<file path="config.mk">
export PLATFORM = sky130hd
export DESIGN_NAME = led_comet_pattern_generator_unit
export DESIGN_NICKNAME = d
export VERILOG_FILES = /design/src/design/lcpg_pkg.sv /design/src/design/led_comet_pattern_generator_unit.sv /design/src/design/lcpg_cell.sv
export SDC_FILE = /design/constraint.sdc
export NUM_CORES = 2
export LEC_CHECK = 0
export ABC_AREA = 1
export BUFFER_PORTS_ARGS = -buffer_cell sky130_fd_sc_hd__buf_4
export CELL_PAD_IN_SITES_DETAIL_PLACEMENT = 1
export CELL_PAD_IN_SITES_GLOBAL_PLACEMENT = 2
export CORE_UTILIZATION = 38
export DETAILED_ROUTE_END_ITERATION = 10
export PLACE_DENSITY = 0.84
export SLEW_MARGIN = 20
export SYNTH_ARGS = -nofsm -noshare
export SYNTH_HDL_FRONTEND = slang
export SYNTH_SLANG_ARGS = --single-unit
</file>
<file path="constraint.sdc">
create_clock -name clk -period 4.6 [get_ports clk]
set_input_delay 0.69 -clock clk [delete_from_list [all_inputs] [get_ports clk]]
set_output_delay 0.69 -clock clk [all_outputs]
set_load 0.05 [all_outputs]
</file>
<file path="src/design/lcpg_pkg.sv">
// shared types, constants and the fade arithmetic for the comet pattern generator
// no dependencies; imported by lcpg_cell and led_comet_pattern_generator_unit
package lcpg_pkg;

    // width of the strip length register and of the pixel counters
    localparam int LEN_W = 7;

    // operation codes of the input transaction
    localparam logic OP_START = 1'b0;
    localparam logic OP_TICK  = 1'b1;

    typedef struct packed {
        logic [7:0] red;
        logic [7:0] green;
        logic [7:0] blue;
    } pixel_t;

    // control broadcast to every cell of the ring
    typedef struct packed {
        logic             shift;
        logic [LEN_W-1:0] len;
    } cell_ctrl_t;

    // c * scale / 256, truncated
    function automatic logic [7:0] fade_channel(input logic [7:0] c, input logic [8:0] scale);
        logic [16:0] prod;
        prod = {9'b0, c} * {8'b0, scale};
        return prod[15:8];
    endfunction

    function automatic pixel_t fade_pixel(input pixel_t p, input logic [8:0] scale);
        pixel_t q;
        q.red   = fade_channel(p.red, scale);
        q.green = fade_channel(p.green, scale);
        q.blue  = fade_channel(p.blue, scale);
        return q;
    endfunction

endpackage

</file>
<file path="src/design/led_comet_pattern_generator_unit.sv">
// comet animation generator for one led strip: control, ring of pixel cells, output register
// depends on lcpg_pkg and lcpg_cell
//
// a start or a tick that does not step emits nothing
// a stepping tick emits len pixels, one per cycle unless out_ready stalls, as the ring
//   rotates past cell 0; the first pixel passes the busy flag and then the output register
// flow control: input ready is low while a frame is rotating out (len <= 64)
// reset: all pixel cells clear to black, comet idle, strip length 60
module led_comet_pattern_generator_unit #(
    parameter int MAX_PIXELS  = 64,
    parameter int TAIL_STEPS  = 10,
    parameter int FADE_AMOUNT = 64
) (
    input  logic                       clk,
    input  logic                       rst_n,
    // input transaction
    input  logic                       in_valid,
    output logic                       in_ready,
    input  logic                       operation,
    input  logic [7:0]                 red_in,
    input  logic [7:0]                 green_in,
    input  logic [7:0]                 blue_in,
    input  logic [15:0]                period_in,
    // result transaction
    output logic                       out_valid,
    input  logic                       out_ready,
    output logic [5:0]                 pixel_index,
    output logic [7:0]                 red_out,
    output logic [7:0]                 green_out,
    output logic [7:0]                 blue_out,
    output logic                       frame_end,
    // configuration write
    input  logic                       cfg_valid,
    output logic                       cfg_ready,
    input  logic [lcpg_pkg::LEN_W-1:0] strip_length
);
    import lcpg_pkg::*;

    // head runs to strip length plus the tail
    localparam int         HEAD_W = $clog2((1 << LEN_W) + TAIL_STEPS);
    localparam logic [8:0] SCALE  = 9'(256 - (FADE_AMOUNT & 255));

    // configuration and comet state
    logic [LEN_W-1:0]  strip_len_reg, strip_len_next;
    logic              running_reg, running_next;
    logic [HEAD_W-1:0] head_reg, head_next;
    logic [15:0]       elapsed_reg, elapsed_next;
    pixel_t            colour_reg, colour_next;
    logic [15:0]       period_reg, period_next;

    // frame sequencer
    logic              busy_reg, busy_next;
    logic [LEN_W-1:0]  count_reg, count_next;

    // output register
    logic              out_valid_reg, out_valid_next;
    logic [5:0]        pixel_index_reg;
    pixel_t            pixel_out_reg;
    logic              frame_end_reg;

    logic              in_fire;
    logic              step_fire;
    logic              frame_last;
    logic              head_hit;
    logic [15:0]       elapsed_inc;
    logic [LEN_W-1:0]  len_eff;
    pixel_t            ring_head;
    pixel_t            feedback;
    cell_ctrl_t        cell_ctrl;
    pixel_t            cell_pixel [MAX_PIXELS];

    // length out of range: zero acts as one, above the ring size acts as the ring size
    always_comb
    begin
        if (strip_len_reg == '0)
        begin
            len_eff = LEN_W'(1);
        end
        else if (int'(strip_len_reg) > MAX_PIXELS)
        begin
            len_eff = LEN_W'(MAX_PIXELS);
        end
        else
        begin
            len_eff = strip_len_reg;
        end
    end

    assign in_ready  = !busy_reg;
    assign cfg_ready = 1'b1;
    assign in_fire   = in_valid && in_ready;

    // during a frame, one pixel leaves cell 0 whenever the output register is free or draining
    assign step_fire  = busy_reg && (!out_valid_reg || out_ready);
    assign frame_last = count_reg == (len_eff - LEN_W'(1));

    assign elapsed_inc = (elapsed_reg == 16'hFFFF) ? elapsed_reg : elapsed_reg + 16'd1;

    // the head pixel takes the comet colour in place of its faded value
    assign ring_head = cell_pixel[0];
    assign head_hit  = (head_reg < HEAD_W'(len_eff)) && (HEAD_W'(count_reg) == head_reg);
    assign feedback  = head_hit ? colour_reg : fade_pixel(ring_head, SCALE);

    assign cell_ctrl.shift = step_fire;
    assign cell_ctrl.len   = len_eff;

    // ring of cells: each shifts towards cell 0, the last active one takes the feedback
    for (genvar i = 0; i < MAX_PIXELS; i++)
    begin : g_cell
        if (i == MAX_PIXELS - 1)
        begin : g_top
            lcpg_cell #(
                .INDEX(i)
            ) u_cell (
                .clk      (clk),
                .rst_n    (rst_n),
                .ctrl     (cell_ctrl),
                .neighbour(feedback),
                .feedback (feedback),
                .pixel    (cell_pixel[i])
            );
        end
        else
        begin : g_mid
            lcpg_cell #(
                .INDEX(i)
            ) u_cell (
                .clk      (clk),
                .rst_n    (rst_n),
                .ctrl     (cell_ctrl),
                .neighbour(cell_pixel[i+1]),
                .feedback (feedback),
                .pixel    (cell_pixel[i])
            );
        end
    end

    // control: start, tick timing, frame sequencing
    always_comb
    begin
        strip_len_next = strip_len_reg;
        running_next   = running_reg;
        head_next      = head_reg;
        elapsed_next   = elapsed_reg;
        colour_next    = colour_reg;
        period_next    = period_reg;
        busy_next      = busy_reg;
        count_next     = count_reg;
        out_valid_next = out_valid_reg;

        if (cfg_valid && cfg_ready)
        begin
            strip_len_next = strip_length;
        end

        if (out_valid_reg && out_ready)
        begin
            out_valid_next = 1'b0;
        end

        if (in_fire)
        begin
            if (operation == OP_START)
            begin
                // restart: arm the timer so the next tick steps at once
                colour_next.red   = red_in;
                colour_next.green = green_in;
                colour_next.blue  = blue_in;
                period_next       = period_in;
                elapsed_next      = period_in;
                head_next         = '0;
                running_next      = 1'b1;
            end
            else if (running_reg)
            begin
                if (elapsed_inc >= period_reg)
                begin
                    elapsed_next = '0;
                    busy_next    = 1'b1;
                    count_next   = '0;
                end
                else
                begin
                    elapsed_next = elapsed_inc;
                end
            end
        end

        if (step_fire)
        begin
            out_valid_next = 1'b1;
            count_next     = count_reg + LEN_W'(1);
            if (frame_last)
            begin
                busy_next = 1'b0;
                // the step that finds the head at the tail end stops the comet
                if (head_reg < HEAD_W'(len_eff) + HEAD_W'(TAIL_STEPS))
                begin
                    head_next = head_reg + HEAD_W'(1);
                end
                else
                begin
                    running_next = 1'b0;
                end
            end
        end
    end

    always_ff @(posedge clk or negedge rst_n)
    begin
        if (!rst_n)
        begin
            strip_len_reg <= LEN_W'(60);
            running_reg   <= 1'b0;
            head_reg      <= '0;
            elapsed_reg   <= '0;
            busy_reg      <= 1'b0;
            count_reg     <= '0;
            out_valid_reg <= 1'b0;
        end
        else
        begin
            strip_len_reg <= strip_len_next;
            running_reg   <= running_next;
            head_reg      <= head_next;
            elapsed_reg   <= elapsed_next;
            busy_reg      <= busy_next;
            count_reg     <= count_next;
            out_valid_reg <= out_valid_next;
        end
    end

    // payload registers, no reset needed
    always_ff @(posedge clk)
    begin
        colour_reg <= colour_next;
        period_reg <= period_next;
        if (step_fire)
        begin
            pixel_index_reg <= 6'(count_reg);
            pixel_out_reg   <= feedback;
            frame_end_reg   <= frame_last;
        end
    end

    assign out_valid   = out_valid_reg;
    assign pixel_index = pixel_index_reg;
    assign red_out     = pixel_out_reg.red;
    assign green_out   = pixel_out_reg.green;
    assign blue_out    = pixel_out_reg.blue;
    assign frame_end   = frame_end_reg;

    // the pixel counter never runs past the strip
    a_count_in_strip: assert property (@(posedge clk) disable iff (!rst_n)
        busy_reg |-> (count_reg < len_eff))
        else $error("pixel counter beyond strip length");

    // a frame only rotates while the comet is running
    a_busy_running: assert property (@(posedge clk) disable iff (!rst_n)
        busy_reg |-> running_reg)
        else $error("frame emission with comet stopped");

    // the last pixel of a frame ends the sequence
    a_frame_done: assert property (@(posedge clk) disable iff (!rst_n)
        (step_fire && frame_last) |=> (!busy_reg && out_valid_reg && frame_end_reg))
        else $error("frame did not close on its last pixel");

    // a start does not begin a frame
    a_start_quiet: assert property (@(posedge clk) disable iff (!rst_n)
        (in_fire && (operation == OP_START)) |=> !busy_reg)
        else $error("start transaction began a frame");

endmodule

</file>
<file path="src/design/lcpg_cell.sv">
// one pixel cell of the frame ring: holds a pixel, takes its neighbour's on a shift
// (the feedback instead if it is the last active cell); depends on lcpg_pkg
module lcpg_cell #(
    parameter int INDEX = 0
) (
    input  logic                clk,
    input  logic                rst_n,
    input  lcpg_pkg::cell_ctrl_t ctrl,
    input  lcpg_pkg::pixel_t    neighbour,
    input  lcpg_pkg::pixel_t    feedback,
    output lcpg_pkg::pixel_t    pixel
);
    import lcpg_pkg::*;

    pixel_t pixel_reg;
    pixel_t pixel_next;
    logic   active;
    logic   last;

    // cells beyond the strip length hold their value
    assign active = int'(ctrl.len) > INDEX;
    assign last   = int'(ctrl.len) == (INDEX + 1);

    always_comb
    begin
        pixel_next = pixel_reg;
        if (ctrl.shift && active)
        begin
            if (last)
            begin
                pixel_next = feedback;
            end
            else
            begin
                pixel_next = neighbour;
            end
        end
    end

    always_ff @(posedge clk or negedge rst_n)
    begin
        if (!rst_n)
        begin
            pixel_reg <= '0;
        end
        else
        begin
            pixel_reg <= pixel_next;
        end
    end

    assign pixel = pixel_reg;

endmodule
</file>
==> results.toml <==
[clocking]
clockBufferDepth = 3
cts_tree = "yes"
post_cts_resized = 0
htree_levels = 4
clock_sinks = 1648
clkTransAtPathRegs_ns = 0.06
clockRootBuffer = "clkbuf_16"
cts_made_buffers = 191
clock_latency_ns = 0.88

[setup_path]
cp-start-kind = "flop"
cp.required_ns = 5.34
r2r-start = "strip_len_reg[1]$_DFFE_PN0P_"
slowest_delay_ns = 0.49
startpoint = "strip_len_reg[1]$_DFFE_PN0P_"
crit_path_end_kind = "flop"
path_buf_inv = 4
arrival_ns = 4.99
worst-r2r-cell-count = 19
cp_max_fo = 40
critPathTopFamily = "simple AND/OR/NAND/NOR gates"
r2r-end = "g_cell[14].g_mid.u_cell.pixel[1]$_DFFE_PN0P_"
criticalPathCategory = "reg -> reg"
cpMostUsedCell = "nand2_1"
rrSetupSlack_ns = 0.34
crit_slowest_cell = "nand2_4"
crit_chain = "nor2_1 > nand3_2 > nand2_4 > inv_1 > nor2_1 > inv_1 > ha_1 > nand2_1 > nand2_1 > nand2_1 > nand2_1 > nand2_2 > nand2_2 > buf_4 > nand2_4 > buf_12 > nand3_1 > nand2_1 > o21ai_0"

[cells_and_area]
largest_reg_flops = 1512
final_area_um2 = 96800
fin_util = 0.434
area_delta_synth_final_pct = 13.0
seqCellArea_um2 = 41600
multi_input_area_um2 = 36200
layoutNonFillerInstCount = 14500
layout.nets = 11500
n_fill_cell = 27300
drive_gt1_frac = 0.0839

[pwr]
power_density_nw_per_um2 = 716
p_sw_mw = 32.9
seqPwrFrac = 0.336
combPwrFrac = 0.440
power_leakage_nw = 42.2
intPower_mw = 36.4
p_sw_frac = 0.475
ir_worst_vdd_uv = 580
p_clk_frac = 0.224

[logic_synthesis]
synth_top_area_share = 0.459
synth_area_leader_cell = "dfrtp_1"
netlist_area_um2 = 85700
yosysMostFrequentCell = "nand2_1"
ys_seq_area_frac = 0.485
synth_cells = 11500
syn_avg_cell_area_um2 = 7.43
synth-edff-count = 71
ys_types = 54
yosys-top-cells-area = "dfrtp_1 46%, nand2_1 12%, nand3_1 8.7%, a21oi_1 6.6%, o21ai_0 5.0%"
synth.top_cells.by_count = "2816 x nand2_1, 1573 x dfrtp_1, 1484 x nand3_1, 1133 x a21oi_1, 1129 x inv_1"
async_flop_share = 0.957
yosys_warnings = 0
synth_seq_cells = 1648
ys.flop_type = "dfrtp_1"

[worst_hold_path]
hold_path_depth = 3
min_from = "strip_length[3]"
min_delay_worst_endpoint = "strip_len_reg[3]$_DFFE_PN1P_"
hp-class = "in -> reg"

[floorplan]
fp.dieW_um = 477
dieArea_um2 = 227000
ios = 87
rows = 173
dieHeight_um = 477
start_util = 0.384
core_area_um2 = 223000

[global_routing]
grt_pass1_wl_um = 604000
grt.total_usage = 0.358
grt_pass1_vias = 86100
antenna_found_initial = 21
grt-ovfl-total = 0
grt_max_degree = 128

[sta]
setup_viol = 0
fmax_ghz = 0.235
tns_ns = 0
min_period_over_period = 0.926
slew_headroom = 0.288
worst_pin_slew_ns = 1.07
finClkSkew_ns = 0.0321
holdWs_ns = 0.0964
rsz0062_at_grt = "false"
finalCriticalPeriod_ns = 4.26
drv_slew = 0
hold_violations = 0

[placement]
placed_area_um2 = 90200
place_congestion = 1.01
place_inst = 14100
portBuffers = 85
post-dp-hpwl_um = 271000

[routing]
drcViolationCount = 0
ant_nets = 0
via_per_inst = 5.84
wl_per_cell_um = 28.4
drt_iter0_drc = 9229
vias = 84700
wl_um = 412000
firstDrtPassIters = 8

[run]
cap_violations = 0

[status]
status = "finished clean"
-- area by class of cell --
type                            count  area share
Antenna cell                        7    0.000181
Clock buffer                      302      0.0592
Clock inverter                     49     0.00470
Inverter                         1209      0.0470
Multi-Input combinational cell   7829       0.374
Sequential cell                  1648       0.430
Tap cell                         2975      0.0384
Timing Repair Buffer              480      0.0466
-- layout by cell type (no fill, tap or decap), types with 51 or more instances in the layout --
cell type,count
a21oi_1,1133
buf_12,63
buf_4,375
clkbuf_1,59
clkbuf_16,192
clkbuf_8,51
dfrtp_1,1573
edfxtp_1,71
ha_1,65
inv_1,1129
inv_2,58
nand2_1,2786
nand3_1,1461
nor2_1,1052
o21ai_0,859
o21ai_1,131
-- stage by stage --
stage	setup WS [ns]	power (mW)
3_3_place_gp	0.502	52.0
5_1_grt	0.228	71.8
3_5_place_dp	0.435	52.8
6_report	0.341	69.3
4_1_cts	0.394	68.5
2_1_floorplan	0.781	37.7
-- cells by family after synthesis --
| kind of cell | count (synthesis) | synth area share |
|---|---|---|
| other | 1 | 0.0000438 |
| AO/OA/AOI/OAI | 2214 | 0.132 |
| XOR/XNOR | 45 | 0.00460 |
| flip-flops | 1648 | 0.485 |
| AND/OR/NAND/NOR | 5498 | 0.269 |
| multiplexers | 2 | 0.000248 |
| buffers and inverters | 2055 | 0.0982 |
| adder cells (fa/ha/maj) | 68 | 0.0102 |
-- worst max path at each step --
stage	end	depth (start not counted)	slack (ns)
after floorplan	elapsed_reg[0]$_DFFE_PN0P_	7	0.78
after global placement	g_cell[0].g_mid.u_cell.pixel[1]$_DFFE_PN0P_	19	0.50
after detailed placement	g_cell[1].g_mid.u_cell.pixel[16]$_DFFE_PN0P_	12	0.43
after CTS	g_cell[1].g_mid.u_cell.pixel[16]$_DFFE_PN0P_	12	0.39
after global routing	g_cell[1].g_mid.u_cell.pixel[13]$_DFFE_PN0P_	13	0.23
final	g_cell[14].g_mid.u_cell.pixel[1]$_DFFE_PN0P_	19	0.34
-- repair_timing --
item                      4_1_cts  5_1_grt
hold buffers                   41        0
hold endpoints to repair      128        0
setup buffers                   0        0
-- tightest hold or removal path: stages --
cell	delay, ns
buf_4	0.08
nand2_1	0.08
o21ai_0	0.08
-- power by group through the flow --
stage / Combinational, mW / Sequential, mW / Clock [mW]
floorplan: 14.9 / 22.8 / 0
global placement: 28.7 / 23.3 / 0
detailed placement: 29.3 / 23.4 / 0
CTS: 29.5 / 23.3 / 15.6
global route: 31.8 / 23.9 / 16.1
finish: 30.5 / 23.3 / 15.5
-- routing by layer --
| metal | global-route usage | up-vias | wire (um) |
|---|---|---|---|
| met5 | 0 | - | 57 |
| met4 | 0.190 | 10 | 24600 |
| met3 | 0.0730 | 1113 | 36300 |
| met2 | 0.538 | 3965 | 180000 |
| met1 | 0.485 | 43100 | 171000 |
| li1 | - | 36500 | - |
(Power assumes the default switching activity.)
